### src/rtl/core/spic_pkg.sv
// ============================================================================
// spic_pkg
// Types and constants shared by the segment pair intersection check unit.
// ============================================================================
package spic_pkg;

  localparam int COORD_BITS = 16;
  localparam int DIFF_BITS  = COORD_BITS + 1;
  localparam int PROD_BITS  = 2 * DIFF_BITS;
  localparam int CROSS_BITS = PROD_BITS + 1;
  localparam int NUM_ORIENT = 4;

  typedef logic signed [COORD_BITS-1:0] coord_t;
  typedef logic signed [DIFF_BITS-1:0]  diff_t;
  typedef logic signed [PROD_BITS-1:0]  prod_t;
  typedef logic signed [CROSS_BITS-1:0] cross_t;

  typedef struct packed {
    coord_t x;
    coord_t y;
  } point_t;

  // a0/a1: first segment, b0/b1: second segment
  typedef struct packed {
    point_t a0;
    point_t a1;
    point_t b0;
    point_t b1;
  } seg_pair_t;

  // orientation of c against directed line a->b: dbx*dcy - dby*dcx
  typedef struct packed {
    diff_t dbx;
    diff_t dby;
    diff_t dcx;
    diff_t dcy;
  } orient_diff_t;

  typedef struct packed {
    logic [NUM_ORIENT-1:0] in_box;
    logic                  share;
  } flags_t;

  typedef struct packed {
    orient_diff_t [NUM_ORIENT-1:0] od;
    flags_t                        flags;
  } diff_word_t;

  typedef struct packed {
    prod_t [NUM_ORIENT-1:0] p_lhs;
    prod_t [NUM_ORIENT-1:0] p_rhs;
    flags_t                 flags;
  } prod_word_t;

  typedef struct packed {
    logic [NUM_ORIENT-1:0] pos;
    logic [NUM_ORIENT-1:0] neg;
    flags_t                flags;
  } sign_word_t;

  typedef struct packed {
    logic touches_or_crosses;
    logic shares_endpoint;
    logic violation;
  } result_t;

  function automatic logic in_box_f(point_t a, point_t b, point_t c);
    logic gx, lx, gy, ly;
    gx = (c.x >= a.x) || (c.x >= b.x);
    lx = (c.x <= a.x) || (c.x <= b.x);
    gy = (c.y >= a.y) || (c.y >= b.y);
    ly = (c.y <= a.y) || (c.y <= b.y);
    return gx && lx && gy && ly;
  endfunction

  function automatic orient_diff_t orient_diff_f(point_t a, point_t b, point_t c);
    orient_diff_t d;
    d.dbx = diff_t'(b.x) - diff_t'(a.x);
    d.dby = diff_t'(b.y) - diff_t'(a.y);
    d.dcx = diff_t'(c.x) - diff_t'(a.x);
    d.dcy = diff_t'(c.y) - diff_t'(a.y);
    return d;
  endfunction

endpackage

### src/rtl/core/spic_orient.sv
// ============================================================================
// spic_orient
// Stage 3: cross product differences reduced to sign bits.
// ============================================================================
module spic_orient (
  input  logic                   clk,
  input  logic                   rst_n,
  input  logic                   vld_i,
  output logic                   rdy_o,
  input  spic_pkg::prod_word_t   data_i,
  output logic                   vld_o,
  input  logic                   rdy_i,
  output spic_pkg::sign_word_t   data_o
);
  import spic_pkg::*;

  logic       vld_r;
  sign_word_t data_r;
  sign_word_t data_nxt;
  cross_t     xprod [NUM_ORIENT];

  always_comb begin
    for (int i = 0; i < NUM_ORIENT; i++) begin
      xprod[i] = cross_t'(data_i.p_lhs[i]) - cross_t'(data_i.p_rhs[i]);
      data_nxt.neg[i] = xprod[i][CROSS_BITS-1];
      data_nxt.pos[i] = !xprod[i][CROSS_BITS-1] && (xprod[i] != '0);
    end
    data_nxt.flags = data_i.flags;
  end

  assign rdy_o = !vld_r || rdy_i;

  always_ff @(posedge clk) begin
    if (!rst_n) begin
      vld_r <= 1'b0;
    end else if (rdy_o) begin
      vld_r <= vld_i;
    end
  end

  always_ff @(posedge clk) begin
    if (rdy_o && vld_i) begin
      data_r <= data_nxt;
    end
  end

  assign vld_o  = vld_r;
  assign data_o = data_r;

endmodule

### config.mk
export PLATFORM = sky130hd
export DESIGN_NAME = spic_orient
export DESIGN_NICKNAME = d
export VERILOG_FILES = /design/src/rtl/core/spic_pkg.sv /design/src/rtl/core/spic_orient.sv
export SDC_FILE = /design/constraint.sdc
export NUM_CORES = 1
export LEC_CHECK = 0
export BUFFER_PORTS_ARGS = -buffer_cell sky130_fd_sc_hd__buf_2
export CORE_MARGIN = 4
export CORE_UTILIZATION = 33
export CTS_CLUSTER_DIAMETER = 150
export DETAILED_ROUTE_END_ITERATION = 10
export GPL_TIMING_DRIVEN = 0
export SETUP_SLACK_MARGIN = 0.05
export SYNTH_ARGS = -nofsm -noshare
export SYNTH_HDL_FRONTEND = slang
export SYNTH_SLANG_ARGS = --single-unit
### constraint.sdc
create_clock -name clk -period 9.15 [get_ports clk]
set_clock_uncertainty 0.1 [all_clocks]
set_input_delay 0.915 -clock clk [delete_from_list [all_inputs] [get_ports clk]]
set_output_delay 0.915 -clock clk [all_outputs]
set_load 0.01 [all_outputs]
[After elaboration in Yosys (flattened, before gate mapping)]
Cells that the tools add are included.
Operators by class
  reduce and logical (&&, ||, !) cells: 15
  add/sub/neg operators: 4
Operator list (number)
  nonzero test 35 bit: 4
  subtractor 34 x 34 -> 35 bit: 4
  logical AND 1 bit: 5
  logical NOT 1 bit: 5
  logical OR 1 bit: 1
Word-level totals
  word-level logic and storage cells: 24
  output and inout port bits: 15
  input port bits: 281
  register bits after elaboration: 14

[Depth between registers and ports, before layout]
  depth after elaboration: 3
  mapped depth: 15
  gate-level depth less buffers: 15

[Worst setup path before layout]
No wires, ideal clock.
  path type: input -> register
  start point: input data_i[209] (netlist bit)
  end point: register data_r, in the netlist data_o[11] (data pin)
  path buffers: 0
  stages: 15
  arrival: 3.669 ns
  required time: 8.784 ns
  library setup time: 0.266 ns
  path slack: 5.115 ns
  cells stage by stage: inv_1 -> ha_1 -> inv_1 -> fa_1 -> a211oi_2 -> o21ai_1 -> and2_1 -> o31a_1 -> xnor2_1 -> o31ai_1 -> or4_1 -> a2111oi_1 -> o2111ai_1 -> nor4_1 -> a31oi_1
RTL lines
  start, declared: RTL line spic_orient.sv:10  | input spic_pkg::prod_word_t data_i,
  end signal, assigned: RTL line spic_orient.sv:43  | data_r <= data_nxt;
  end, declared: RTL line spic_orient.sv:18  | sign_word_t data_r;

==> results by group <==
CTS
  – CTS resizes: 0
  – CTS sink cnt: 14
  – CTS root buf: clkbuf_16
  – Postcts setup bufs: 0
  – Clock Path Buffers: 2
  – Worst-skew pair later-pin latency: 0.26 ns
  – # H-tree levels: 1
  – Hold buffers post-CTS: 0
  – CTS tree: built
  – TritonCTS buffer count: 3
  – Clk pin slew, worst setup/hold paths: 0.06 ns

Worst setup path
  – Critical path type: primary input to flop
  – Setup crit end kind: flop
  – Cell Chain, Critical Path: buf_2 -> inv_1 -> ha_1 -> inv_1 -> fa_1 -> nor2b_1 -> o2111ai_1 -> a2111oi_0 -> o2111ai_1 -> nor4_1 -> nand4_1 -> nor4_1 -> nand4_1 -> a2111o_1 -> nor4_1 -> nor2_1
  – CP arrival: 5.18 ns
  – Max Fanout on Critical Path: 2
  – Startpoint Class: primary input
  – Worst path most repeated cell: nor4_1
  – Worst path max stage delay: 0.91 ns
  – Slowest CP cell: a2111oi_0
  – Worst Path Required: 9.05 ns

Power
  – Worst VDD drop: 0.0687 mV
  – Power per Cell Area: 81.4 nW/µm²
  – Sw power: 0.478 mW
  – Sequential share of power: 0.084
  – Comb power frac: 0.802
  – Clk network pwr share: 0.113
  – Tot Pwr: 0.931 mW
  – P_leak: 5.66 nW
  – P_int: 0.453 mW
  – Switching part of the total power: 0.514

Routing
  – DR DRC count: 0
  – Total wire length: 34500 µm
  – Wirelength per Cell: 16.6 µm
  – ANT nets after route: 0
  – 1st-iter DRT viols: 818
  – DR vias: 11500
  – Drt pass-1 iters: 5
  – Vias per cell: 5.57

Floorplanning
  – Initial core utilization: 0.336
  – Top Ports: 296
  – Rows: 61
  – Die H: 177 µm
  – Full die area: 31200 µm²
  – Die W: 177 µm
  – Core area: 27900 µm²

Finish
  – Layout net count: 2114
  – Filler cell count: 2968
  – Ratio of cells with drive above 1 in the final layout: 0.196
  – Multi-input gate area: 8070 µm²
  – Sequential cell area: 410 µm²
  – Layout Cells excl Fill: 2071
  – P&R area growth vs syn: 21.7%

Global route
  – Global route overflow: 0
  – Vias in the first global route: 10800
  – Initial antenna violation count: 1
  – Largest net degree at the start of global routing: 14
  – Total track usage: 0.204
  – First-pass GRT wire length: 53500 µm

Logic synthesis
  – Leading area contributor after synthesis: ha_1
  – Yosys Warn Count: 0
  – Syn_nets: 1814
  – Post-synth EDFFs: 13
  – Synthesized instance count: 1393
  – Top-area cell type share of the netlist area: 0.181
  – Netlist cell types: 91
  – Async SR Flop Fraction: 0
  – Most common library cells after synthesis: inv_1, a21oi_1, ha_1, nand2_1, o21ai_0
  – Avg Cell Area, Syn: 6.74 µm²
  – Most numerous cell in the Yosys netlist: inv_1
  – FF+latch count, synth: 14
  – Top cells by area, synth: ha_1, inv_1, a21oi_1
  – Post-Synthesis Cell Area: 9390 µm²
  – Top_reg_cell synth: edfxtp_1
  – Sequential fraction of the synthesis area: 0.0437

Timing
  – Fin Setup TNS: 0 ns
  – Relative slew slack: 0.226
  – # setup viols final: 0
  – Tmin final: 5.28 ns
  – Achievable clock frequency: 189 MHz
  – Final Max Slew Viols: 0
  – Slew at the pin closest to its max-slew limit: 1.13 ns
  – Final hold vios: 0
  – RSZ-0062 raised after global routing: false
  – Tcrit/Tclk final: 0.577

Place
  – Placed Cells: 2066
  – Hpwl dp: 29600 µm
  – GPL Wtd Cong: 0.944
  – I/O Buffers: 295

Hold path
  – Worst hold path class: flop to flop

Outcome
  – Status: completed

Flow run
  – Total of max-cap violations: 0
## metal layers
layer / GRT usage / share of wire / up-vias
met5: 0 / 0 / -
met4: 0.0416 / 0.017 / 0
met3: 0.0286 / 0.084 / 36
met2: 0.337 / 0.45 / 496
met1: 0.284 / 0.45 / 5243
li1: - / - / 5764
## flip-flops by register name (all words and copies together), names as in the netlist
| signal | flops |
|---|---|
| data_o | 13 |
| vld_o | 1 |
## layout make-up
| type | instances | share of cell area |
|---|---|---|
| Antenna cell | 1 | 0.000219 |
| Tap cell | 378 | 0.0414 |
| Sequential cell | 14 | 0.0359 |
| Inverter | 198 | 0.0650 |
| Clock buffer | 4 | 0.00777 |
| Multi-Input combinational cell | 1140 | 0.706 |
| Timing Repair Buffer | 295 | 0.129 |
| Buffer | 41 | 0.0142 |
## worst max-delay path, delay by kind of cell
family                   cells  cell delay (ns)
AND/OR/NAND/NOR              7             1.86
AO/OA/AOI/OAI                4             1.61
adder cells (fa/ha/maj)      2             0.59
buffers and inverters        3             0.20
## metrics by stage
| step | setup slack [ns] | area (µm²) | hold WS (ns) | utilization |
|---|---|---|---|---|
| 2_1_floorplan | 5.12 | 9390 | 0.510 | - |
| 3_3_place_gp | 3.94 | 11300 | 0.403 | 0.406 |
| 3_5_place_dp | 3.95 | 11300 | 0.428 | 0.406 |
| 4_1_cts | 4.21 | 11400 | 0.436 | 0.409 |
| 5_1_grt | 3.56 | 11400 | 0.490 | 0.409 |
| 6_report | 3.87 | 11400 | 0.431 | 0.409 |
## worst paths after layout
check / start / endpoint / slack [ns] / cells after the start
max: data_i[175] / data_o[10] / 3.87 / 16
min: vld_o / vld_o / 0.43 / 2
max reg2reg: vld_o / data_o[0] / 7.58 / 2
min reg2reg: vld_o / vld_o / 0.43 / 2
## cell families (layout without fill, tap and decap cells)
group,count (synthesis),after routing,synth area share
AND/OR/NAND/NOR,404,404,0.224
buffers and inverters,239,538,0.0965
XOR/XNOR,49,49,0.0457
AO/OA/AOI/OAI,523,523,0.374
multiplexers,24,24,0.0264
flip-flops,14,14,0.0437
adder cells (fa/ha/maj),140,140,0.190
other,0,1,0
## power groups by stage
stage | logic, mW | registers [mW] | clock network, mW
floorplan | 0.515 | 0.0821 | 0
global placement | 0.728 | 0.0799 | 0
detailed placement | 0.731 | 0.0799 | 0
CTS | 0.735 | 0.0785 | 0.108
global route | 0.827 | 0.0788 | 0.108
finish | 0.747 | 0.0785 | 0.105
## placed cells by master (no fill, tap or decap), types with 18 or more instances in the layout
master      n
buf_2     296
inv_1     197
a21oi_1   142
ha_1      136
nand2_1   101
o21ai_0    79
nor2_1     75
a21o_1     46
clkbuf_1   39
nor3_1     35
nand4_1    30
xnor2_1    29
nand3_1    28
nand2b_1   27
o21a_1     26
o21bai_1   24
a31oi_1    22
xor2_1     20
o211ai_1   19
mux2i_1    18
No activity file was read; power rests on OpenSTA's default activity.
