$ cat config.mk
export PLATFORM = sky130hd
export DESIGN_NAME = spic_prep
export DESIGN_NICKNAME = d
export VERILOG_FILES = /design/src/rtl/core/spic_pkg.sv /design/src/rtl/core/spic_prep.sv
export SDC_FILE = /design/constraint.sdc
export NUM_CORES = 1
export LEC_CHECK = 0
export BUFFER_PORTS_ARGS = -buffer_cell sky130_fd_sc_hd__buf_2
export CAP_MARGIN = 25
export CORE_MARGIN = 2
export CORE_UTILIZATION = 30
export DETAILED_ROUTE_END_ITERATION = 6
export PLACE_DENSITY = 0.62
export SLEW_MARGIN = 30
export SYNTH_ARGS = -nofsm -noshare
export SYNTH_HDL_FRONTEND = slang
export SYNTH_SLANG_ARGS = --single-unit
$ cat constraint.sdc
create_clock -name clk -period 9.4 [get_ports clk]
set_input_delay 1.41 -clock clk [delete_from_list [all_inputs] [get_ports clk]]
set_output_delay 1.41 -clock clk [all_outputs]
set_load 0.02 [all_outputs]
$ cat src/rtl/core/spic_pkg.sv
// ============================================================================
// spic_pkg
// Types and constants shared by the segment pair intersection check unit.
// ============================================================================
package spic_pkg;

  localparam int COORD_BITS = 16;
  localparam int DIFF_BITS  = COORD_BITS + 1;
  localparam int PROD_BITS  = 2 * DIFF_BITS;
  localparam int CROSS_BITS = PROD_BITS + 1;
  localparam int NUM_ORIENT = 4;

  typedef logic signed [COORD_BITS-1:0] coord_t;
  typedef logic signed [DIFF_BITS-1:0]  diff_t;
  typedef logic signed [PROD_BITS-1:0]  prod_t;
  typedef logic signed [CROSS_BITS-1:0] cross_t;

  typedef struct packed {
    coord_t x;
    coord_t y;
  } point_t;

  // a0/a1: first segment, b0/b1: second segment
  typedef struct packed {
    point_t a0;
    point_t a1;
    point_t b0;
    point_t b1;
  } seg_pair_t;

  // orientation of c against directed line a->b: dbx*dcy - dby*dcx
  typedef struct packed {
    diff_t dbx;
    diff_t dby;
    diff_t dcx;
    diff_t dcy;
  } orient_diff_t;

  typedef struct packed {
    logic [NUM_ORIENT-1:0] in_box;
    logic                  share;
  } flags_t;

  typedef struct packed {
    orient_diff_t [NUM_ORIENT-1:0] od;
    flags_t                        flags;
  } diff_word_t;

  typedef struct packed {
    prod_t [NUM_ORIENT-1:0] p_lhs;
    prod_t [NUM_ORIENT-1:0] p_rhs;
    flags_t                 flags;
  } prod_word_t;

  typedef struct packed {
    logic [NUM_ORIENT-1:0] pos;
    logic [NUM_ORIENT-1:0] neg;
    flags_t                flags;
  } sign_word_t;

  typedef struct packed {
    logic touches_or_crosses;
    logic shares_endpoint;
    logic violation;
  } result_t;

  function automatic logic in_box_f(point_t a, point_t b, point_t c);
    logic gx, lx, gy, ly;
    gx = (c.x >= a.x) || (c.x >= b.x);
    lx = (c.x <= a.x) || (c.x <= b.x);
    gy = (c.y >= a.y) || (c.y >= b.y);
    ly = (c.y <= a.y) || (c.y <= b.y);
    return gx && lx && gy && ly;
  endfunction

  function automatic orient_diff_t orient_diff_f(point_t a, point_t b, point_t c);
    orient_diff_t d;
    d.dbx = diff_t'(b.x) - diff_t'(a.x);
    d.dby = diff_t'(b.y) - diff_t'(a.y);
    d.dcx = diff_t'(c.x) - diff_t'(a.x);
    d.dcy = diff_t'(c.y) - diff_t'(a.y);
    return d;
  endfunction

endpackage

$ cat src/rtl/core/spic_prep.sv
// ============================================================================
// spic_prep
// Stage 1: coordinate differences, bounding box tests, shared endpoint test.
// ============================================================================
module spic_prep (
  input  logic                   clk,
  input  logic                   rst_n,
  input  logic                   vld_i,
  output logic                   rdy_o,
  input  spic_pkg::seg_pair_t    data_i,
  output logic                   vld_o,
  input  logic                   rdy_i,
  output spic_pkg::diff_word_t   data_o
);
  import spic_pkg::*;

  logic       vld_r;
  diff_word_t data_r;
  diff_word_t data_nxt;

  always_comb begin
    data_nxt.od[0] = orient_diff_f(data_i.b0, data_i.b1, data_i.a0);
    data_nxt.od[1] = orient_diff_f(data_i.b0, data_i.b1, data_i.a1);
    data_nxt.od[2] = orient_diff_f(data_i.a0, data_i.a1, data_i.b0);
    data_nxt.od[3] = orient_diff_f(data_i.a0, data_i.a1, data_i.b1);
    data_nxt.flags.in_box[0] = in_box_f(data_i.b0, data_i.b1, data_i.a0);
    data_nxt.flags.in_box[1] = in_box_f(data_i.b0, data_i.b1, data_i.a1);
    data_nxt.flags.in_box[2] = in_box_f(data_i.a0, data_i.a1, data_i.b0);
    data_nxt.flags.in_box[3] = in_box_f(data_i.a0, data_i.a1, data_i.b1);
    data_nxt.flags.share = (data_i.a0 == data_i.b0) || (data_i.a0 == data_i.b1) ||
                           (data_i.a1 == data_i.b0) || (data_i.a1 == data_i.b1);
  end

  assign rdy_o = !vld_r || rdy_i;

  always_ff @(posedge clk) begin
    if (!rst_n) begin
      vld_r <= 1'b0;
    end else if (rdy_o) begin
      vld_r <= vld_i;
    end
  end

  always_ff @(posedge clk) begin
    if (rdy_o && vld_i) begin
      data_r <= data_nxt;
    end
  end

  assign vld_o  = vld_r;
  assign data_o = data_r;

endmodule

Word level (Yosys, flattened, before mapping)
Index checks and enable logic that the tools add are counted.
{ "totals": {"word_cells": 97, "regBits": 210, "output_inout_bits": 279, "input_bits": 132} }
{ "op_classes": {"magnitude_cmp": 32, "n_eq_ne": 4, "n_reduce_logical": 34, "add_sub_neg": 12} }
{ "op_table": {"columns": ["cell", "count"], "rows": [
  ["greater-or-equal comparator 16 bit", 16],
  ["less-or-equal comparator 16 bit", 16],
  ["subtractor 16 x 16 -> 17 bit", 12],
  ["== test 32 bit", 4],
  ["logical OR 1 bit", 20],
  ["logical AND 1 bit", 13],
  ["logical NOT 1 bit", 1]
]} }

Longest topological paths before layout
Gate-level depths: netlist (run 1).
{ "logic_depth": {"depth_word": 5, "ltp_mapped": 11, "mapped_depth_nobuf": 11} }

Worst setup path before layout (run 1)
Ideal clock, no wire load.
{ "synth_path": {"path_type": "input to register", "startpoint": "input port rdy_i", "endpoint": "register data_r (netlist bit data_o[0]), enable pin", "setup_ns": 0.592, "path_stages": 2, "t_arrival_ns": 6.418, "setup_slack_ns": 2.390, "required_ns": 8.808, "n_path_buf": 0, "cell_sequence": "nand2b_1 and2_1"} }
{ "synth_via": {"elab_chain_len": 2} }
{ "synth_rtl": {"columns": ["element", "line_no", "source"], "rows": [
  ["start: declaration", "spic_prep.sv:12", "input logic rdy_i,"],
  ["logical OR 1 bit", "spic_prep.sv:34", "assign rdy_o = !vld_r || rdy_i;"],
  ["logical AND 1 bit", "spic_prep.sv:45", "if (rdy_o && vld_i) begin"],
  ["end signal: assignment", "spic_prep.sv:46", "data_r <= data_nxt;"],
  ["end: declaration", "spic_prep.sv:18", "diff_word_t data_r;"]
]} }
Every way passes these cells.
A chain may end at the register's enable or synchronous reset.

==> out/qor.csv, run 1 <==
metric,value,unit
min setup slack post-route,5.49,ns
clk root buf,clkbuf_16,
CP arrival,4.19,ns
Core Area,55400,um2
NumNets Final,2418,
Final Cycle Share,41.6,%
routed len/inst,21.2,um
clock share of power,29.6,%
largest net degree at the start of global routing,79,
status,completed,
normalized max-slew margin,45.2,%
Final min period,3.91,ns
part of the power in registers,36.0,%
post-synthesis simple-gate area fraction,10.9,%
Top Usage Layer GRT,met2,
final WL,59600,um
RSZ-0062 raised after global routing,no,
"Cell Area, Synth",16900,um2
max frequency,0.255,GHz
VDD IR max,120,uV
Synth Register Bits,208,
worst hold path class,reg2reg,
Post-synth EDFFs,207,
most frequent cells in the layout,"buf_2 (410), ha_1 (232), edfxtp_1 (207)",
sw power,1.23,mW
DP Worst Slack,4.93,ns
Cells after Synth,1695,
post-CTS sizing,0,
PwrDens,171,nW/um2
Rows,86,
Yosys top cell area share,36.8,%
first-pass GRT wire length,86100,um
Setup crit end kind,flop,
Int Power,2.22,mW
H-tree levels,1,
combinational family with the most area after synthesis,adder cells,
Clock Skew,0.00969,ns
Mean Syn Cell Area,9.96,um2
"commonest non-fill, non-tap cell in the layout",buf_2,
Residual DRC,0,
sequential area share after synthesis,36.9,%
met1 Use GR,23.1,%
Num CTS Buffers,26,
met2 Usage GRT,37.3,%
Logic pwr share,34.4,%
Compound-Gate Fraction of Synth Area,17.9,%
DRT antenna net count,0,
die area,58200,um2
max-slew violation count,0,
clock sink total,208,
HPWL after detailed placement,50000,um
Critical Path RT,9.68,ns
Clock Latency Late Sink,0.55,ns
# hold bufs at CTS,0,
CTS max path bufs,3,
first-pass iteration count of the detailed router,5,
Synth Flop Type,edfxtp_1,
Worst-path clk slew,0.06,ns
post-synthesis mux area share,0.178,%
setup TNS,0,ns
grt ovf,0,
Ports,411,
violation count after the first detailed-route iteration,666,
initial antenna violation count,7,
Worst Path Max Fanout,5,
Crit Path Class,in2reg,
share of cells above drive strength 1,23.4,%
Final Hold Viols,0,
synthesized net count,2071,
Vias,14100,
Final Setup Violations,0,
Sw Ratio,35.7,%
die width,241,um
gr usage total,19.9,%
worst-margin pin slew,0.812,ns
Synth cell types,75,
asr flop ratio synth,0,%
Synth Area in Adders,18.6,%
yosys warns,0,
Critical Path Source Type,primary input,
Initial Util,30.5,%
xor and xnor fraction of the mapped netlist area,7.89,%
GP Congestion,0.969,
max cap viols,0,
global routing usage on met3,2.87,%
top cells by area in the synthesized netlist,"edfxtp_1 (37%), ha_1 (17%), xnor2_1 (6.0%)",
WHS,0.539,ns
Port Buf Inserts,410,
Post-CTS Setup Bufs,0,
vias in the first global route,14500,
Via-to-Cell Ratio,5.03,
P_leak,9.22,nW
die height,241,um
cell taking the most area after synthesis,edfxtp_1,
P&R area growth vs syn,19.5,%
TritonCTS clock tree,done,
[sequential cells by signal, indices dropped and copies added, names as in the netlist]
register / cells
data_o: 207
vld_o: 1
[metrics by stage]
stage	util (%)	instances	instance area (um2)	power [mW]
floorplan	-	1695	16900	2.07
global placement	34.8	2762	19300	2.44
detailed placement	34.8	2762	19300	2.45
CTS	36.4	2809	20100	3.49
global route	36.4	2813	20200	3.63
finish	36.4	2814	20200	3.45
[cells by family after synthesis]
family | count (synthesis)
buf+inv | 269
mux | 3
fa+ha+maj | 244
xor+xnor | 152
compound gates | 457
simple gates | 362
flops | 208
[per-layer routing]
metal / share of wire, % / wire length, um / vias to the layer above
met2: 51 / 30300 / 497
met5: 0.059 / 35 / -
met4: 3.2 / 1930 / 6
met1: 40 / 24100 / 6792
li1: - / - / 6768
met3: 5.6 / 3310 / 81
[Yosys cell counts, types with 22 or more instances]
| library cell | n |
|---|---|
| o21ai_0 | 80 |
| ha_1 | 232 |
| buf_4 | 70 |
| a21oi_1 | 146 |
| nand2_1 | 51 |
| inv_1 | 175 |
| xor2_1 | 37 |
| edfxtp_1 | 207 |
| nand3_1 | 36 |
| nand2b_1 | 24 |
| o21a_1 | 33 |
| a21o_1 | 58 |
| xnor2_1 | 115 |
| nor2b_1 | 38 |
| nor3_1 | 29 |
| o21bai_1 | 22 |
| nor2_1 | 99 |
[path summary, 6_finish.rpt]
check / startpoint / endpoint / slack [ns] / cells past startpoint
worst max register to register: vld_o$_SDFFE_PN0N_ / data_o[154]$_DFFE_PP_ / 7.06 / 4
worst max-delay path: data_i[33] / data_o[2]$_DFFE_PP_ / 5.49 / 11
worst min register to register: vld_o$_SDFFE_PN0N_ / vld_o$_SDFFE_PN0N_ / 0.54 / 2
worst min-delay path: vld_o$_SDFFE_PN0N_ / vld_o$_SDFFE_PN0N_ / 0.54 / 2
[critical path, cell delays in order]
cell	delay, ns
buf_2	0.18
inv_1	0.16
ha_1	0.39
nor2b_1	0.18
o21bai_1	0.24
a21oi_1	0.12
o41a_1	0.39
a31oi_1	0.36
a31oi_1	0.28
xnor2_1	0.38
a32oi_1	0.10
[power groups by stage]
stage	sequential, mW	clock [mW]	combinational [mW]
floorplan	1.41	0	0.666
finish	1.24	1.02	1.19
global route	1.26	1.08	1.29
global placement	1.26	0	1.18
detailed placement	1.26	0	1.18
CTS	1.25	1.06	1.19
[layout make-up]
class                      count  area (um2)
inverter                     175         657
multi-input combinational   1218        9390
tap                          748         936
clock buffer                  30         687
clock inverter                17         170
antenna                        5        12.5
fill                        5568       35200
sequential                   208        6240
timing repair buffer         413        2080
(Power assumes the default switching activity.)
==> run 2, diff against run 1 <==
==> constraint.sdc (replaced) <==
create_clock -name clk -period 4.1 [get_ports clk]
set_input_delay 0.615 -clock clk [delete_from_list [all_inputs] [get_ports clk]]
set_output_delay 0.615 -clock clk [all_outputs]
set_load 0.02 [all_outputs]
==> out/qor.csv, run 2 (synthesis results as in run 1) <==
metric,value,unit,change
status,completed,,
Core Area,55400,um2,unchanged
# hold bufs at CTS,0,,unchanged
CTS max path bufs,3,,unchanged
grt ovf,0,,unchanged
gr usage total,20.0,%,+0.13 points
Logic pwr share,35.2,%,+0.8 points
most frequent cells in the layout,"buf_2 (410), ha_1 (232), edfxtp_1 (207)",,
die height,241,um,unchanged
routed len/inst,21.3,um,+0.35%
Crit Path Class,in2reg,,
HPWL after detailed placement,50200,um,+0.42%
max cap viols,0,,unchanged
Residual DRC,0,,unchanged
Initial Util,30.5,%,unchanged
P&R area growth vs syn,19.6,%,about the same
RSZ-0062 raised after global routing,no,,
Port Buf Inserts,410,,unchanged
share of cells above drive strength 1,23.7,%,+0.27 points
die width,241,um,unchanged
first-pass GRT wire length,86800,um,+0.83%
die area,58200,um2,unchanged
Final Cycle Share,72.9,%,
CP Buf/Inv Count,2,,unchanged
Vias,14200,,+0.55%
H-tree levels,1,,unchanged
Post-CTS Setup Bufs,0,,unchanged
PwrDens,384,nW/um2,+120%
# fillers,5530,,-0.68%
P_leak,9.24,nW,+0.20%
TritonCTS clock tree,done,,
"delay-heaviest family, CP",compound AO/OA/AOI/OAI gates,,
initial antenna violation count,4,,-3
"commonest non-fill, non-tap cell in the layout",buf_2,,
clock sink total,208,,unchanged
Clock Latency Late Sink,0.56,ns,about the same
first-pass iteration count of the detailed router,5,,unchanged
clock share of power,27.8,%,-1.8 points
Sw Ratio,36.4,%,+0.75 points
DRT antenna net count,0,,unchanged
flop-to-flop setup slack,2.19,ns,-4.87 ns
"Slowest-stage cell, CP",o41a_1,,
post-CTS sizing,0,,unchanged
Critical Path Source Type,primary input,,
setup TNS,0,ns,unchanged
max frequency,0.335,GHz,
fin util,36.4,%,about the same
critical path cell sequence,buf_2 -> inv_1 -> ha_1 -> nor2b_1 -> o21bai_1 -> a21oi_1 -> o41a_1 -> a31oi_1 -> a31oi_1 -> xnor2_1 -> a32oi_1,,
NumNets Final,2429,,+0.45%
Final Setup Violations,0,,unchanged
vias in the first global route,14500,,+0.36%
Final Hold Viols,0,,unchanged
normalized max-slew margin,45.3,%,+0.096 points
Num CTS Buffers,26,,unchanged
part of the power in registers,37.0,%,+1.0 points
Final min period,2.99,ns,
Clock Skew,0.0145,ns,+0.00478 ns
Pwr Total,7.74,mW,+120%
max FFs per register,207,,unchanged
Critical Path RT,4.37,ns,-5.31 ns
Setup crit end kind,flop,,
Rows,86,,unchanged
CP most frequent cell,a31oi_1,,
GP Congestion,0.943,,-2.7%
CP max stage delay,0.41,ns,+0.02 ns
sw power,2.82,mW,+130%
max-slew violation count,0,,unchanged
CP arrival,3.26,ns,-0.93 ns
VDD IR max,337,uV,+180%
violation count after the first detailed-route iteration,709,,+6.5%
Worst-path clk slew,0.06,ns,about the same
Worst Path Max Fanout,5,,unchanged
worst-margin pin slew,0.813,ns,+0.000599 ns
largest net degree at the start of global routing,102,,+29%
Via-to-Cell Ratio,5.04,,+0.27%
worst hold path class,in2reg,,
clk root buf,clkbuf_16,,
Int Power,4.92,mW,+120%
final WL,60000,um,+0.63%
Ports,411,,unchanged
-- run 2: metal layers --
metal	wire [um]	up-vias	share of wire [%]	global-route usage, %
li1	-	6794	-	-
met1	24400	6851	41	23.4
met2	30600	491	51	37.4
met3	3210	84	5.4	2.91
met4	1810	2	3.0	6.49
met5	16	-	0.027	0
-- run 2: path summary, 6_finish.rpt --
| kind | startpoint | end | depth (start not counted) |
|---|---|---|---|
| worst min-delay path | rst_n | vld_o$_SDFFE_PN0N_ | 2 |
| worst max-delay path | data_i[33] | data_o[3]$_DFFE_PP_ | 11 |
| worst min register to register | vld_o$_SDFFE_PN0N_ | vld_o$_SDFFE_PN0N_ | 2 |
| worst max register to register | vld_o$_SDFFE_PN0N_ | data_o[230]$_DFFE_PP_ | 3 |
-- run 2: metrics by stage --
step / area, um2 / instances / hold WS (ns) / setup WS (ns)
after floorplan: 16900 / 1695 / 0.749 / 0.197
after global placement: 19400 / 2773 / 0.509 / 0.608
after detailed placement: 19400 / 2773 / 0.567 / 0.589
after CTS: 20200 / 2819 / 0.296 / 1.19
after global routing: 20200 / 2821 / 0.317 / 0.950
final: 20200 / 2822 / 0.331 / 1.11
-- run 2: cell type report --
type	instances	area (um2)	area share, %
antenna	3	7.51	0.0372
clock buffer	32	694	3.44
clock inverter	14	91.3	0.453
inverter	175	657	3.25
multi-input combinational	1218	9380	46.5
sequential	208	6240	30.9
tap	748	936	4.64
timing repair buffer	424	2180	10.8
-- run 2: power by group through the flow --
stage	clock (mW)	combinational, mW	sequential [mW]
detailed placement	0	2.72	2.90
CTS	2.24	2.74	2.87
floorplan	0	1.53	3.21
global placement	0	2.70	2.90
finish	2.16	2.73	2.86
global route	2.30	2.97	2.89
